`config.mk`:
```
export PLATFORM = sky130hd
export DESIGN_NAME = two_axis_sweep_capture_sequencer
export DESIGN_NICKNAME = d
export VERILOG_FILES = /design/src/tascs_pkg.sv /design/src/two_axis_sweep_capture_sequencer.sv
export SDC_FILE = /design/constraint.sdc
export NUM_CORES = 2
export LEC_CHECK = 0
export BUFFER_PORTS_ARGS = -buffer_cell sky130_fd_sc_hd__buf_2
export CAP_MARGIN = 10
export CORE_AREA = 2 2 424 258
export DETAILED_ROUTE_END_ITERATION = 8
export DIE_AREA = 0 0 426 260
export GPL_ROUTABILITY_DRIVEN = 0
export MAX_ROUTING_LAYER = met4
export PLACE_DENSITY = 0.65
export SLEW_MARGIN = 10
export SYNTH_ARGS = -nofsm -noshare
export SYNTH_HDL_FRONTEND = slang
export SYNTH_SLANG_ARGS = --single-unit
```
`constraint.sdc`:
```
create_clock -name clock -period 16.85 [get_ports clock]
set_input_delay 0.8425 -clock clock [delete_from_list [all_inputs] [get_ports clock]]
set_output_delay 0.8425 -clock clock [all_outputs]
set_load 0.02 [all_outputs]
```
`src/tascs_pkg.sv`:
```
// ----------------------------------------------------------------------------
// tascs_pkg: shared definitions for the two-axis sweep capture sequencer
// Result command codes, register indexes, sweep phases, control states and
// reset values of the configuration registers.
// ----------------------------------------------------------------------------
package tascs_pkg;

   localparam int SAMPLE_WIDTH_DEF = 16;

   localparam logic [10:0] MAX_CAPTURE = 11'd1024;

   // Magnitude of (end - start) * index is below 2^40.
   localparam int DIV_STEPS = 40;
   localparam int DIV_CNT_W = $clog2(DIV_STEPS);

   localparam logic [7:0]  INNER_DIV_RESET = 8'd72;
   localparam logic [7:0]  OUTER_DIV_RESET = 8'd18;
   localparam logic [15:0] SETTLE_RESET    = 16'd200;
   localparam logic [19:0] HOME_SEEK_RESET = 20'd10000;

   typedef enum logic [3:0] {
      CMD_NONE          = 4'd0,
      CMD_MOVE_OUTER    = 4'd1,
      CMD_MOVE_INNER    = 4'd2,
      CMD_HOME_INNER    = 4'd3,
      CMD_CAPTURE_START = 4'd4,
      CMD_FILTER        = 4'd5,
      CMD_HEADER        = 4'd6,
      CMD_SAMPLE        = 4'd7,
      CMD_END           = 4'd8,
      CMD_STOP_ALL      = 4'd9
   } command_type;

   typedef enum logic [2:0] {
      CSR_AXIS1_MIN       = 3'd0,
      CSR_AXIS1_MAX       = 3'd1,
      CSR_AXIS2_MIN       = 3'd2,
      CSR_AXIS2_MAX       = 3'd3,
      CSR_INNER_DIVISIONS = 3'd4,
      CSR_OUTER_DIVISIONS = 3'd5,
      CSR_SETTLE_MS       = 3'd6,
      CSR_HOME_SEEK_STEPS = 3'd7
   } csr_index_type;

   typedef enum logic [10:0] {
      PH_INIT       = 11'b000_0000_0001,
      PH_OUTER_WAIT = 11'b000_0000_0010,
      PH_HOME_SEEK  = 11'b000_0000_0100,
      PH_INNER_WAIT = 11'b000_0000_1000,
      PH_SETTLE     = 11'b000_0001_0000,
      PH_CAP_START  = 11'b000_0010_0000,
      PH_CAP_WAIT   = 11'b000_0100_0000,
      PH_FILTER     = 11'b000_1000_0000,
      PH_SEND       = 11'b001_0000_0000,
      PH_NEXT       = 11'b010_0000_0000,
      PH_DONE       = 11'b100_0000_0000
   } phase_type;

   typedef enum logic [5:0] {
      ST_IDLE = 6'b00_0001,
      ST_DIFF = 6'b00_0010,
      ST_MUL  = 6'b00_0100,
      ST_DIV  = 6'b00_1000,
      ST_ADD  = 6'b01_0000,
      ST_OUT  = 6'b10_0000
   } state_type;

endpackage

```
`src/two_axis_sweep_capture_sequencer.sv`:
```
// ----------------------------------------------------------------------------
// two_axis_sweep_capture_sequencer: raster sweep and capture sequencer
// Walks an inner by outer grid, homes the inner axis at each row, waits for
// settling, runs a capture and streams a step header plus its samples.
// ----------------------------------------------------------------------------
// Usage:
//  - req_* is a valid/ready channel of poll or restart items carrying the
//    motor, limit, capture and clock status. rsp_* is a valid/ready channel
//    of result items; rsp_last marks the final result of one input item.
//  - csr_* writes the bounds, divisions, settle time and home overshoot.
//    Write only while the block is idle.
//  - One item at a time: req_ready is high only while no result is pending.
//    An item with no result leaves the block idle and ready. A result without
//    a grid target passes the add step before it is shown; a grid move target
//    passes the difference, multiply, 40 iterations of the shared restoring
//    divider (one quotient bit per cycle) and add steps.
//    A header with a sample gives two results on consecutive transfers.
//  - A stalled receiver simply holds rsp_valid and the result; no new item
//    is taken until the last result of the current item is transferred.
//  - Synchronous reset returns the sweep to its init phase, zeroes the grid
//    indices and loads the register defaults.
// ----------------------------------------------------------------------------
module two_axis_sweep_capture_sequencer #(
   parameter int SAMPLE_WIDTH = tascs_pkg::SAMPLE_WIDTH_DEF
) (
   input  logic                           clock,
   input  logic                           reset,
   // configuration writes
   input  logic                           csr_write_enable,
   input  logic [2:0]                     csr_index,
   input  logic [31:0]                    csr_write_data,
   // poll / restart items
   input  logic                           req_valid,
   output logic                           req_ready,
   input  logic                           req_operation,
   input  logic                           req_inner_moving,
   input  logic                           req_outer_moving,
   input  logic                           req_inner_limit_hit,
   input  logic                           req_capture_complete,
   input  logic [31:0]                    req_now_ms,
   input  logic [10:0]                    req_capture_length,
   input  logic signed [SAMPLE_WIDTH-1:0] req_sample_i,
   input  logic signed [SAMPLE_WIDTH-1:0] req_sample_q,
   input  logic signed [31:0]             req_inner_position,
   input  logic signed [31:0]             req_outer_position,
   // results
   output logic                           rsp_valid,
   input  logic                           rsp_ready,
   output logic [3:0]                     rsp_command,
   output logic signed [31:0]             rsp_target,
   output logic [7:0]                     rsp_inner_index,
   output logic [7:0]                     rsp_outer_index,
   output logic signed [31:0]             rsp_report_inner_position,
   output logic signed [31:0]             rsp_report_outer_position,
   output logic [10:0]                    rsp_report_count,
   output logic signed [SAMPLE_WIDTH-1:0] rsp_out_sample_i,
   output logic signed [SAMPLE_WIDTH-1:0] rsp_out_sample_q,
   output logic                           rsp_last
);

   localparam int DW = tascs_pkg::DIV_STEPS;
   localparam int CW = tascs_pkg::DIV_CNT_W;

   // configuration registers
   logic [31:0] axis1_min_ff, axis1_max_ff, axis2_min_ff, axis2_max_ff;
   logic [7:0]  inner_div_ff, outer_div_ff;
   logic [15:0] settle_ms_ff;
   logic [19:0] home_seek_ff;

   // sweep state
   tascs_pkg::phase_type phase_ff, phase_in;
   logic [7:0]  inner_step_ff, inner_step_in;
   logic [7:0]  outer_step_ff, outer_step_in;
   logic [31:0] settle_origin_ff, settle_origin_in;
   logic [10:0] send_position_ff, send_position_in;
   logic [31:0] in_start_ff, in_start_in, in_end_ff, in_end_in;
   logic [31:0] out_start_ff, out_start_in, out_end_ff, out_end_in;

   // control and target arithmetic
   tascs_pkg::state_type state_ff;
   logic [31:0] op_base_ff, op_base_in;
   logic [31:0] op_end_ff, op_end_in;
   logic [7:0]  op_idx_ff, op_idx_in;
   logic [7:0]  op_total_ff, op_total_in;
   logic [31:0] op_addend_ff, op_addend_in;
   logic        op_div_ff, op_div_in;
   logic [32:0] diff_ff;
   logic        neg_ff;
   logic [DW-1:0] quo_ff;
   logic [7:0]  rem_ff;
   logic [CW-1:0] cnt_ff;

   // second result (a sample after a header)
   logic                    r1_pending_ff;
   logic [SAMPLE_WIDTH-1:0] r1_sample_i_ff, r1_sample_q_ff;

   // result register
   tascs_pkg::command_type rsp_command_ff;
   logic [31:0]             rsp_target_ff;
   logic [7:0]              rsp_inner_index_ff, rsp_outer_index_ff;
   logic [31:0]             rsp_rin_ff, rsp_rout_ff;
   logic [10:0]             rsp_count_ff;
   logic [SAMPLE_WIDTH-1:0] rsp_sample_i_ff, rsp_sample_q_ff;
   logic                    rsp_last_ff;

   // decision for the item on the request port
   logic                    dec_r0_en, dec_r1_en;
   tascs_pkg::command_type  dec_cmd;
   logic [31:0]             dec_rin, dec_rout;
   logic [10:0]             dec_cnt;
   logic [SAMPLE_WIDTH-1:0] dec_si, dec_sq;

   logic        req_xfer, rsp_xfer;
   logic [10:0] cap_len;
   logic [31:0] elapsed;
   logic        settle_done;

   // datapath of the shared unit
   logic [32:0] diff_in;
   logic [32:0] mag;
   logic [DW-1:0] prod;
   logic [8:0]  trial;
   logic        trial_ge;
   logic [8:0]  trial_sub;
   logic [31:0] add_operand;
   logic [31:0] add_sum;

   assign req_ready = (state_ff == tascs_pkg::ST_IDLE);
   assign rsp_valid = (state_ff == tascs_pkg::ST_OUT);
   assign req_xfer  = req_valid && req_ready;
   assign rsp_xfer  = rsp_valid && rsp_ready;

   assign rsp_command               = rsp_command_ff;
   assign rsp_target                = rsp_target_ff;
   assign rsp_inner_index           = rsp_inner_index_ff;
   assign rsp_outer_index           = rsp_outer_index_ff;
   assign rsp_report_inner_position = rsp_rin_ff;
   assign rsp_report_outer_position = rsp_rout_ff;
   assign rsp_report_count          = rsp_count_ff;
   assign rsp_out_sample_i          = rsp_sample_i_ff;
   assign rsp_out_sample_q          = rsp_sample_q_ff;
   assign rsp_last                  = rsp_last_ff;

   assign cap_len = (req_capture_length > tascs_pkg::MAX_CAPTURE) ?
                    tascs_pkg::MAX_CAPTURE : req_capture_length;
   // wrapping millisecond compare
   assign elapsed     = req_now_ms - settle_origin_ff;
   assign settle_done = (elapsed >= {16'd0, settle_ms_ff});

   // ---------------------------------------------------------------------
   // Configuration port
   // ---------------------------------------------------------------------
   always_ff @(posedge clock) begin
      if (reset) begin
         axis1_min_ff <= '0;
         axis1_max_ff <= '0;
         axis2_min_ff <= '0;
         axis2_max_ff <= '0;
         inner_div_ff <= tascs_pkg::INNER_DIV_RESET;
         outer_div_ff <= tascs_pkg::OUTER_DIV_RESET;
         settle_ms_ff <= tascs_pkg::SETTLE_RESET;
         home_seek_ff <= tascs_pkg::HOME_SEEK_RESET;
      end else if (csr_write_enable) begin
         unique case (tascs_pkg::csr_index_type'(csr_index))
            tascs_pkg::CSR_AXIS1_MIN:       axis1_min_ff <= csr_write_data;
            tascs_pkg::CSR_AXIS1_MAX:       axis1_max_ff <= csr_write_data;
            tascs_pkg::CSR_AXIS2_MIN:       axis2_min_ff <= csr_write_data;
            tascs_pkg::CSR_AXIS2_MAX:       axis2_max_ff <= csr_write_data;
            tascs_pkg::CSR_INNER_DIVISIONS: inner_div_ff <= csr_write_data[7:0];
            tascs_pkg::CSR_OUTER_DIVISIONS: outer_div_ff <= csr_write_data[7:0];
            tascs_pkg::CSR_SETTLE_MS:       settle_ms_ff <= csr_write_data[15:0];
            tascs_pkg::CSR_HOME_SEEK_STEPS: home_seek_ff <= csr_write_data[19:0];
            default: ;
         endcase
      end
   end

   // ---------------------------------------------------------------------
   // Sweep decision for the item at the request port. A target is always
   // base + addend, or base + (end - base) * idx / total when op_div is set.
   // ---------------------------------------------------------------------
   always_comb begin
      phase_in         = phase_ff;
      inner_step_in    = inner_step_ff;
      outer_step_in    = outer_step_ff;
      settle_origin_in = settle_origin_ff;
      send_position_in = send_position_ff;
      in_start_in      = in_start_ff;
      in_end_in        = in_end_ff;
      out_start_in     = out_start_ff;
      out_end_in       = out_end_ff;
      dec_r0_en        = 1'b0;
      dec_r1_en        = 1'b0;
      dec_cmd          = tascs_pkg::CMD_NONE;
      dec_rin          = '0;
      dec_rout         = '0;
      dec_cnt          = '0;
      dec_si           = '0;
      dec_sq           = '0;
      op_base_in       = '0;
      op_end_in        = '0;
      op_idx_in        = '0;
      op_total_in      = '0;
      op_addend_in     = '0;
      op_div_in        = 1'b0;

      if (req_operation) begin
         phase_in         = tascs_pkg::PH_INIT;
         inner_step_in    = '0;
         outer_step_in    = '0;
         settle_origin_in = '0;
         dec_r0_en        = 1'b1;
         dec_cmd          = tascs_pkg::CMD_STOP_ALL;
      end else begin
         unique case (phase_ff)
            tascs_pkg::PH_INIT: begin
               in_start_in   = axis1_max_ff;
               in_end_in     = axis1_min_ff;
               out_start_in  = axis2_max_ff;
               out_end_in    = axis2_min_ff;
               inner_step_in = '0;
               outer_step_in = '0;
               // grid index 0 is the start itself
               dec_r0_en     = 1'b1;
               dec_cmd       = tascs_pkg::CMD_MOVE_OUTER;
               op_base_in    = axis2_max_ff;
               phase_in      = tascs_pkg::PH_OUTER_WAIT;
            end
            tascs_pkg::PH_OUTER_WAIT: begin
               if (!req_outer_moving) begin
                  dec_r0_en  = 1'b1;
                  dec_cmd    = tascs_pkg::CMD_MOVE_INNER;
                  op_base_in = in_start_ff;
                  if (inner_step_ff == 8'd0) begin
                     op_addend_in = {12'd0, home_seek_ff};
                     phase_in     = tascs_pkg::PH_HOME_SEEK;
                  end else begin
                     op_end_in   = in_end_ff;
                     op_idx_in   = inner_step_ff;
                     op_total_in = inner_div_ff;
                     op_div_in   = (inner_div_ff != 8'd0);
                     phase_in    = tascs_pkg::PH_INNER_WAIT;
                  end
               end
            end
            tascs_pkg::PH_HOME_SEEK: begin
               if (req_inner_limit_hit) begin
                  dec_r0_en        = 1'b1;
                  dec_cmd          = tascs_pkg::CMD_HOME_INNER;
                  op_base_in       = in_start_ff;
                  settle_origin_in = req_now_ms;
                  phase_in         = tascs_pkg::PH_SETTLE;
               end
            end
            tascs_pkg::PH_INNER_WAIT: begin
               if (!req_inner_moving) begin
                  settle_origin_in = req_now_ms;
                  phase_in         = tascs_pkg::PH_SETTLE;
               end
            end
            tascs_pkg::PH_SETTLE: begin
               if (settle_done) begin
                  phase_in = tascs_pkg::PH_CAP_START;
               end
            end
            tascs_pkg::PH_CAP_START: begin
               dec_r0_en = 1'b1;
               dec_cmd   = tascs_pkg::CMD_CAPTURE_START;
               phase_in  = tascs_pkg::PH_CAP_WAIT;
            end
            tascs_pkg::PH_CAP_WAIT: begin
               if (req_capture_complete) begin
                  phase_in = tascs_pkg::PH_FILTER;
               end
            end
            tascs_pkg::PH_FILTER: begin
               dec_r0_en        = 1'b1;
               dec_cmd          = tascs_pkg::CMD_FILTER;
               send_position_in = '0;
               phase_in         = tascs_pkg::PH_SEND;
            end
            tascs_pkg::PH_SEND: begin
               if (send_position_ff == 11'd0) begin
                  dec_r0_en = 1'b1;
                  dec_cmd   = tascs_pkg::CMD_HEADER;
                  dec_rin   = req_inner_position;
                  dec_rout  = req_outer_position;
                  dec_cnt   = cap_len;
               end
               if (send_position_ff < cap_len) begin
                  if (send_position_ff == 11'd0) begin
                     dec_r1_en = 1'b1;
                  end else begin
                     dec_r0_en = 1'b1;
                     dec_cmd   = tascs_pkg::CMD_SAMPLE;
                     dec_si    = req_sample_i;
                     dec_sq    = req_sample_q;
                  end
                  send_position_in = send_position_ff + 11'd1;
               end else begin
                  phase_in = tascs_pkg::PH_NEXT;
               end
            end
            tascs_pkg::PH_NEXT: begin
               dec_r0_en = 1'b1;
               if (inner_step_ff < inner_div_ff) begin
                  inner_step_in = inner_step_ff + 8'd1;
                  dec_cmd       = tascs_pkg::CMD_MOVE_INNER;
                  op_base_in    = in_start_ff;
                  op_end_in     = in_end_ff;
                  op_idx_in     = inner_step_ff + 8'd1;
                  op_total_in   = inner_div_ff;
                  op_div_in     = 1'b1;
                  phase_in      = tascs_pkg::PH_INNER_WAIT;
               end else if (outer_step_ff < outer_div_ff) begin
                  outer_step_in = outer_step_ff + 8'd1;
                  inner_step_in = '0;
                  dec_cmd       = tascs_pkg::CMD_MOVE_OUTER;
                  op_base_in    = out_start_ff;
                  op_end_in     = out_end_ff;
                  op_idx_in     = outer_step_ff + 8'd1;
                  op_total_in   = outer_div_ff;
                  op_div_in     = 1'b1;
                  phase_in      = tascs_pkg::PH_OUTER_WAIT;
               end else begin
                  dec_cmd  = tascs_pkg::CMD_END;
                  phase_in = tascs_pkg::PH_DONE;
               end
            end
            tascs_pkg::PH_DONE: ;
            default: phase_in = tascs_pkg::PH_DONE;
         endcase
      end
   end

   // ---------------------------------------------------------------------
   // Shared unit: difference, magnitude product, restoring divide (one
   // quotient bit per cycle), then a single 32-bit add with sign fix.
   // ---------------------------------------------------------------------
   assign diff_in   = {op_end_ff[31], op_end_ff} - {op_base_ff[31], op_base_ff};
   assign mag       = diff_ff[32] ? (~diff_ff + 33'd1) : diff_ff;
   assign prod      = DW'(mag[31:0]) * DW'(op_idx_ff);
   assign trial     = {rem_ff, quo_ff[DW-1]};
   assign trial_ge  = (trial >= {1'b0, op_total_ff});
   assign trial_sub = trial - {1'b0, op_total_ff};
   // truncation toward zero: negate the magnitude quotient when negative
   assign add_operand = op_div_ff ? (quo_ff[31:0] ^ {32{neg_ff}}) : op_addend_ff;
   assign add_sum     = op_base_ff + add_operand + {31'd0, op_div_ff & neg_ff};

   // ---------------------------------------------------------------------
   // Control sequencer
   // ---------------------------------------------------------------------
   always_ff @(posedge clock) begin
      if (reset) begin
         state_ff         <= tascs_pkg::ST_IDLE;
         phase_ff         <= tascs_pkg::PH_INIT;
         inner_step_ff    <= '0;
         outer_step_ff    <= '0;
         settle_origin_ff <= '0;
         send_position_ff <= '0;
         in_start_ff      <= '0;
         in_end_ff        <= '0;
         out_start_ff     <= '0;
         out_end_ff       <= '0;
         r1_pending_ff    <= 1'b0;
         cnt_ff           <= '0;
      end else begin
         unique case (state_ff)
            tascs_pkg::ST_IDLE: begin
               if (req_xfer) begin
                  phase_ff         <= phase_in;
                  inner_step_ff    <= inner_step_in;
                  outer_step_ff    <= outer_step_in;
                  settle_origin_ff <= settle_origin_in;
                  send_position_ff <= send_position_in;
                  in_start_ff      <= in_start_in;
                  in_end_ff        <= in_end_in;
                  out_start_ff     <= out_start_in;
                  out_end_ff       <= out_end_in;
                  r1_pending_ff    <= dec_r1_en;
                  if (dec_r0_en) begin
                     state_ff <= op_div_in ? tascs_pkg::ST_DIFF : tascs_pkg::ST_ADD;
                  end
               end
            end
            tascs_pkg::ST_DIFF: state_ff <= tascs_pkg::ST_MUL;
            tascs_pkg::ST_MUL: begin
               cnt_ff   <= '0;
               state_ff <= tascs_pkg::ST_DIV;
            end
            tascs_pkg::ST_DIV: begin
               cnt_ff <= cnt_ff + CW'(1);
               if (cnt_ff == CW'(DW - 1)) begin
                  state_ff <= tascs_pkg::ST_ADD;
               end
            end
            tascs_pkg::ST_ADD: state_ff <= tascs_pkg::ST_OUT;
            tascs_pkg::ST_OUT: begin
               if (rsp_xfer) begin
                  if (r1_pending_ff) begin
                     r1_pending_ff <= 1'b0;
                  end else begin
                     state_ff <= tascs_pkg::ST_IDLE;
                  end
               end
            end
            default: state_ff <= tascs_pkg::ST_IDLE;
         endcase
      end
   end

   // ---------------------------------------------------------------------
   // Datapath registers (no reset)
   // ---------------------------------------------------------------------
   always_ff @(posedge clock) begin
      unique case (state_ff)
         tascs_pkg::ST_IDLE: begin
            if (req_xfer) begin
               op_base_ff         <= op_base_in;
               op_end_ff          <= op_end_in;
               op_idx_ff          <= op_idx_in;
               op_total_ff        <= op_total_in;
               op_addend_ff       <= op_addend_in;
               op_div_ff          <= op_div_in;
               rsp_command_ff     <= dec_cmd;
               rsp_inner_index_ff <= inner_step_in;
               rsp_outer_index_ff <= outer_step_in;
               rsp_rin_ff         <= dec_rin;
               rsp_rout_ff        <= dec_rout;
               rsp_count_ff       <= dec_cnt;
               rsp_sample_i_ff    <= dec_si;
               rsp_sample_q_ff    <= dec_sq;
               rsp_last_ff        <= !dec_r1_en;
               r1_sample_i_ff     <= req_sample_i;
               r1_sample_q_ff     <= req_sample_q;
            end
         end
         tascs_pkg::ST_DIFF: diff_ff <= diff_in;
         tascs_pkg::ST_MUL: begin
            quo_ff <= prod;
            rem_ff <= '0;
            neg_ff <= diff_ff[32];
         end
         tascs_pkg::ST_DIV: begin
            quo_ff <= {quo_ff[DW-2:0], trial_ge};
            rem_ff <= trial_ge ? trial_sub[7:0] : trial[7:0];
         end
         tascs_pkg::ST_ADD: rsp_target_ff <= add_sum;
         tascs_pkg::ST_OUT: begin
            if (rsp_xfer && r1_pending_ff) begin
               rsp_command_ff  <= tascs_pkg::CMD_SAMPLE;
               rsp_target_ff   <= '0;
               rsp_rin_ff      <= '0;
               rsp_rout_ff     <= '0;
               rsp_count_ff    <= '0;
               rsp_sample_i_ff <= r1_sample_i_ff;
               rsp_sample_q_ff <= r1_sample_q_ff;
               rsp_last_ff     <= 1'b1;
            end
         end
         default: ;
      endcase
   end

`ifndef SYNTH
   // never ready while a result is waiting
   a_ready_excl: assert property (@(posedge clock) disable iff (reset)
      !(req_ready && rsp_valid))
      else $error("request taken while a result is pending");

   // divider remainder always below the divisor
   a_rem_range: assert property (@(posedge clock) disable iff (reset)
      (state_ff == tascs_pkg::ST_DIV) |-> (rem_ff < op_total_ff))
      else $error("divider remainder out of range");

   // a pending second result sits behind a header that is not last
   a_header_first: assert property (@(posedge clock) disable iff (reset)
      (rsp_valid && r1_pending_ff) |->
         (rsp_command_ff == tascs_pkg::CMD_HEADER) && !rsp_last_ff)
      else $error("second result without a leading header");

   // the final transfer of an item frees the request side
   a_last_frees: assert property (@(posedge clock) disable iff (reset)
      (rsp_xfer && rsp_last) |=> req_ready)
      else $error("not ready after final result transfer");

   // sample position never passes the capture limit
   a_send_range: assert property (@(posedge clock) disable iff (reset)
      send_position_ff <= tascs_pkg::MAX_CAPTURE)
      else $error("send position beyond capture limit");
`endif

endmodule
```
==> summary.md <==
| Metric | Value |
|---|---|
| Post-DR wirelength/cell | `around 19 um` |
| Grt met1 use | `between 30% and 40%` |
| Overall Global Routing Usage | `23.48%` |
| I/O pin count | `346` |
| Vias in the first global route | `roughly 33k` |
| Setup crit end kind | `flop` |
| Num CTS Buffers | `between 70 and 80` |
| Comb pwr share | `47.9%` |
| Share of power burned in registers | `about 30%` |
| Reg2Reg Setup Slack | `8.33 ns` |
| Vias | `35.64k` |
| DP Wirelength | `92.62 mm` |
| GRT busiest layer | `met1` |
| Avg Cell Area, Syn | `about 9.2 sq um` |
| Area grow syn2layout | `12.55%` |
| Final worst-path cycle share | `50.58%` |
| Register area | `19090 sq um` |
| Most frequent cells in the layout | `825 x nand2_1, 532 x a21oi_1, 391 x dfxtp_1` |
| Worst Hold Launch | `req_sample_i[6]` |
| FFs w/ async S/R, synth | `0%` |
| Met3 Track Usage GR | `5.737%` |
| # DRC | `0` |
| Crit path DAT | `9.00 ns` |
| Final ANT Viol Nets | `0` |
| Post_cts resized | `0` |
| Post-CTS Setup Bufs | `0` |
| Final Setup Violations | `0` |
| Initial DRT Pass Iterations | `8` |
| Synth warn | `0` |
| CP Launch Type | `flop` |
| Die Y | `260 um` |
| Min-Delay Endpoint | `r1_sample_i_ff[6]$_DFFE_PP_` |
| Distinct cells, synth | `80` |
| Final Max Slew Viols | `0` |
| Pint | `4799 uW` |
| H-Tree Depth | `3` |
| Clock-pin slew on the worst setup and hold paths | `0.07 ns` |
| Hold Path Depth | `1` |
| CTS tree | `done` |
| Post-synth EDFFs | `375` |
| Post-Syn Area | `44470 sq um` |
| Sw Ratio | `40.51%` |
| Multi-input gate area | `23190 sq um` |
| Vias per cell | `5.436` |
| Antenna violations before repair | `6` |
| Slew HR | `approximately 18%` |
| Hold WC Path Type | `primary input to flop` |
| Most used DFF post-synth | `dfxtp_1` |
| Pwr dens | `161.2 nW/um^2` |
| Post-Syn Nets | `5419` |
| GRT overflow | `0` |
| Skew final | `0.02550 ns` |
| Final Hold Viols | `0` |
| Chip Width | `426 um` |
| Nets@finish | `around 5.6k` |
| RR Endpoint | `quo_ff[32]$_DFFE_PP_` |
| Starting Density | `41.72%` |
| Worst-case reg-to-reg path depth | `24` |
| Min cycle time layout | `around 8.5 ns` |
| R2R Path Start | `diff_ff[5]$_DFFE_PP_` |
| 1st-iter DRT viols | `3823` |
| RSZ-0062 raised after global routing | `no` |
| Clock power frac | `a little over a fifth` |
| Seq/Total Area, Yosys | `between 40 and 50%` |
| Die area | `~110000 sq um` |
| Final WL | `127.5 mm` |
| Tightest Pin Transition | `1.228 ns` |
| First-pass GRT wire length | `198.0 mm` |
| CP max FO | `8` |
| Hold-fix buffers, CTS | `0` |
| Cells after Synth | `between 4k and 5k` |
| Outcome | `complete, no violations` |
| F_max | `roughly 120 MHz` |
| Critical path type | `flop to flop` |
| Yosys reg bits | `766` |
| Largest net degree at the start of global routing | `about 130` |
| Root buf cell | `clkbuf_16` |
| Most common cell after layout, fill and taps aside | `nand2_1` |
| FILL cells | `10.18k` |
| Clock Sinks | `~770` |
| WP data required | `17.33 ns` |
| IO Port Bufs | `345` |
| Layout Utilization | `46.95%` |
| GR Util met2 | `31.85%` |
| Layout cells sized above 1 | `a little over a tenth` |
| Core Footprint | `106600 sq um` |
| TNS Setup | `0 ns` |
| Clock Path Buffers | `3` |
| Max_cap viols | `0` |
| Leak | `0.01935 uW` |
| Floorplan row count | `93` |
| NetSw | `3268 uW` |
| Maximum vdd drop | `0.0001234 V` |
| Worst-Skew Late Latency | `between 0.6 and 0.7 ns` |
## critical path: stages, from the launching register on
cell	delay (ns)
edfxtp_1	0.43
nor4_1	0.45
nand2b_1	0.16
nor3_1	0.58
nand3_1	0.46
o31ai_1	0.37
xor2_1	0.61
nor2b_1	0.15
fa_1	0.58
fa_1	0.44
fa_1	0.55
inv_1	0.06
fa_1	0.53
inv_1	0.04
ha_1	0.35
and3_1	0.24
nand2_1	0.12
nor2_1	0.06
a221o_1	0.40
nor4b_1	0.68
o21ai_0	0.27
a211oi_1	0.30
nor3_1	0.10
o21a_1	0.18
o31ai_1	0.23
## metal layers
layer	vias up	wire length, um
met4	0	2106
li1	16967	-
met2	1284	52660
met1	17236	60850
met5	-	0
met3	151	11880
## per-stage QoR
stage / hold slack, ns / area, sq um / cells / power, uW / worst slack (ns)
2_1_floorplan: 0.4312 / 44470 / 4841 / 5309 / 9.996
3_3_place_gp: 0.4365 / 47480 / 6411 / 6238 / 8.736
3_5_place_dp: 0.4444 / 47480 / 6411 / 6303 / 8.591
4_1_cts: 0.3396 / 50000 / 6548 / 8063 / 8.505
5_1_grt: 0.3680 / 50040 / 6555 / 8653 / 7.826
6_report: 0.3848 / 50050 / 6556 / 8067 / 8.327
## kinds of logic (layout without fill, tap and decap cells)
logic type               count (synthesis)  after routing  synth area share, %
XOR/XNOR                               186            186                3.664
other                                    0              7                    0
multiplexers                            19             19               0.4277
adder cells (fa/ha/maj)                394            394                14.21
AO/OA/AOI/OAI                         1024           1024                14.17
flip-flops                             766            766                42.93
AND/OR/NAND/NOR                       1850           1850                19.48
buffers and inverters                  602            885                5.121
## sequential cells by signal, indices dropped and copies added, names as in the netlist, 16 cells and up
register                   count
axis1_max_ff                  32
axis1_min_ff                  32
axis2_max_ff                  32
axis2_min_ff                  32
diff_ff                       33
home_seek_ff                  20
in_end_ff                     32
in_start_ff                   32
op_addend_ff                  20
op_base_ff                    32
op_end_ff                     32
out_end_ff                    32
out_start_ff                  32
quo_ff                        40
r1_sample_i_ff                16
r1_sample_q_ff                16
rsp_out_sample_i              16
rsp_out_sample_q              16
rsp_report_inner_position     32
rsp_report_outer_position     32
rsp_target                    32
settle_ms_ff                  16
settle_origin_ff              32
## worst max-delay path by stage
stage | cells past startpoint | endpoint | start
floorplan | 25 | quo_ff[32]$_DFFE_PP_ | diff_ff[5]$_DFFE_PP_
global placement | 24 | quo_ff[38]$_DFFE_PP_ | diff_ff[0]$_DFFE_PP_
detailed placement | 25 | quo_ff[38]$_DFFE_PP_ | diff_ff[5]$_DFFE_PP_
CTS | 24 | quo_ff[32]$_DFFE_PP_ | diff_ff[0]$_DFFE_PP_
global route | 24 | quo_ff[32]$_DFFE_PP_ | diff_ff[3]$_DFFE_PP_
finish | 24 | quo_ff[32]$_DFFE_PP_ | diff_ff[5]$_DFFE_PP_
## final cells by class
cell class / instances / share of cell area, %
Tap cell: 1425 / 3.563
Sequential cell: 766 / 38.14
Inverter: 356 / 2.680
Multi-Input combinational cell: 3473 / 46.33
Clock inverter: 43 / 0.8575
Timing Repair Buffer: 392 / 4.210
Clock buffer: 94 / 4.185
Antenna cell: 7 / 0.03500
## cells in the mapped netlist, drive strengths merged (16+ instances only)
master  number  area (sq um)
nand2      830          3115
a21oi      532          2663
dfxtp      391          7828
edfxtp     375         11260
inv        354          1329
nor2       293          1100
clkbuf     234         888.3
nor2b      219          1370
ha         209          2615
fa         185          3704
and2       150         938.4
o21ai      111         555.5
xnor2      107         937.2
nand3       97         485.5
xor2        79         691.9
a21o        64         480.5
nand2b      61         381.6
nor3        52         260.3
a22oi       50         375.4
a22o        33         289.0
a222oi      32         320.3
o31ai       28         210.2
and3        26         172.7
or3         23         143.9
a31oi       22         137.6
o21a        22         165.2
nand4       21         131.4
mux2i       19         190.2
nor4        19         118.9
a211oi      16         125.1
## power by group through the flow
stage / Sequential [uW] / Clock [uW] / Combinational (uW)
after floorplan: 2590 / 0 / 2710
after global placement: 2500 / 0 / 3740
after detailed placement: 2500 / 0 / 3800
after CTS: 2460 / 1780 / 3820
after global routing: 2480 / 1850 / 4330
final: 2460 / 1750 / 3860
(Power assumes the default switching activity.)
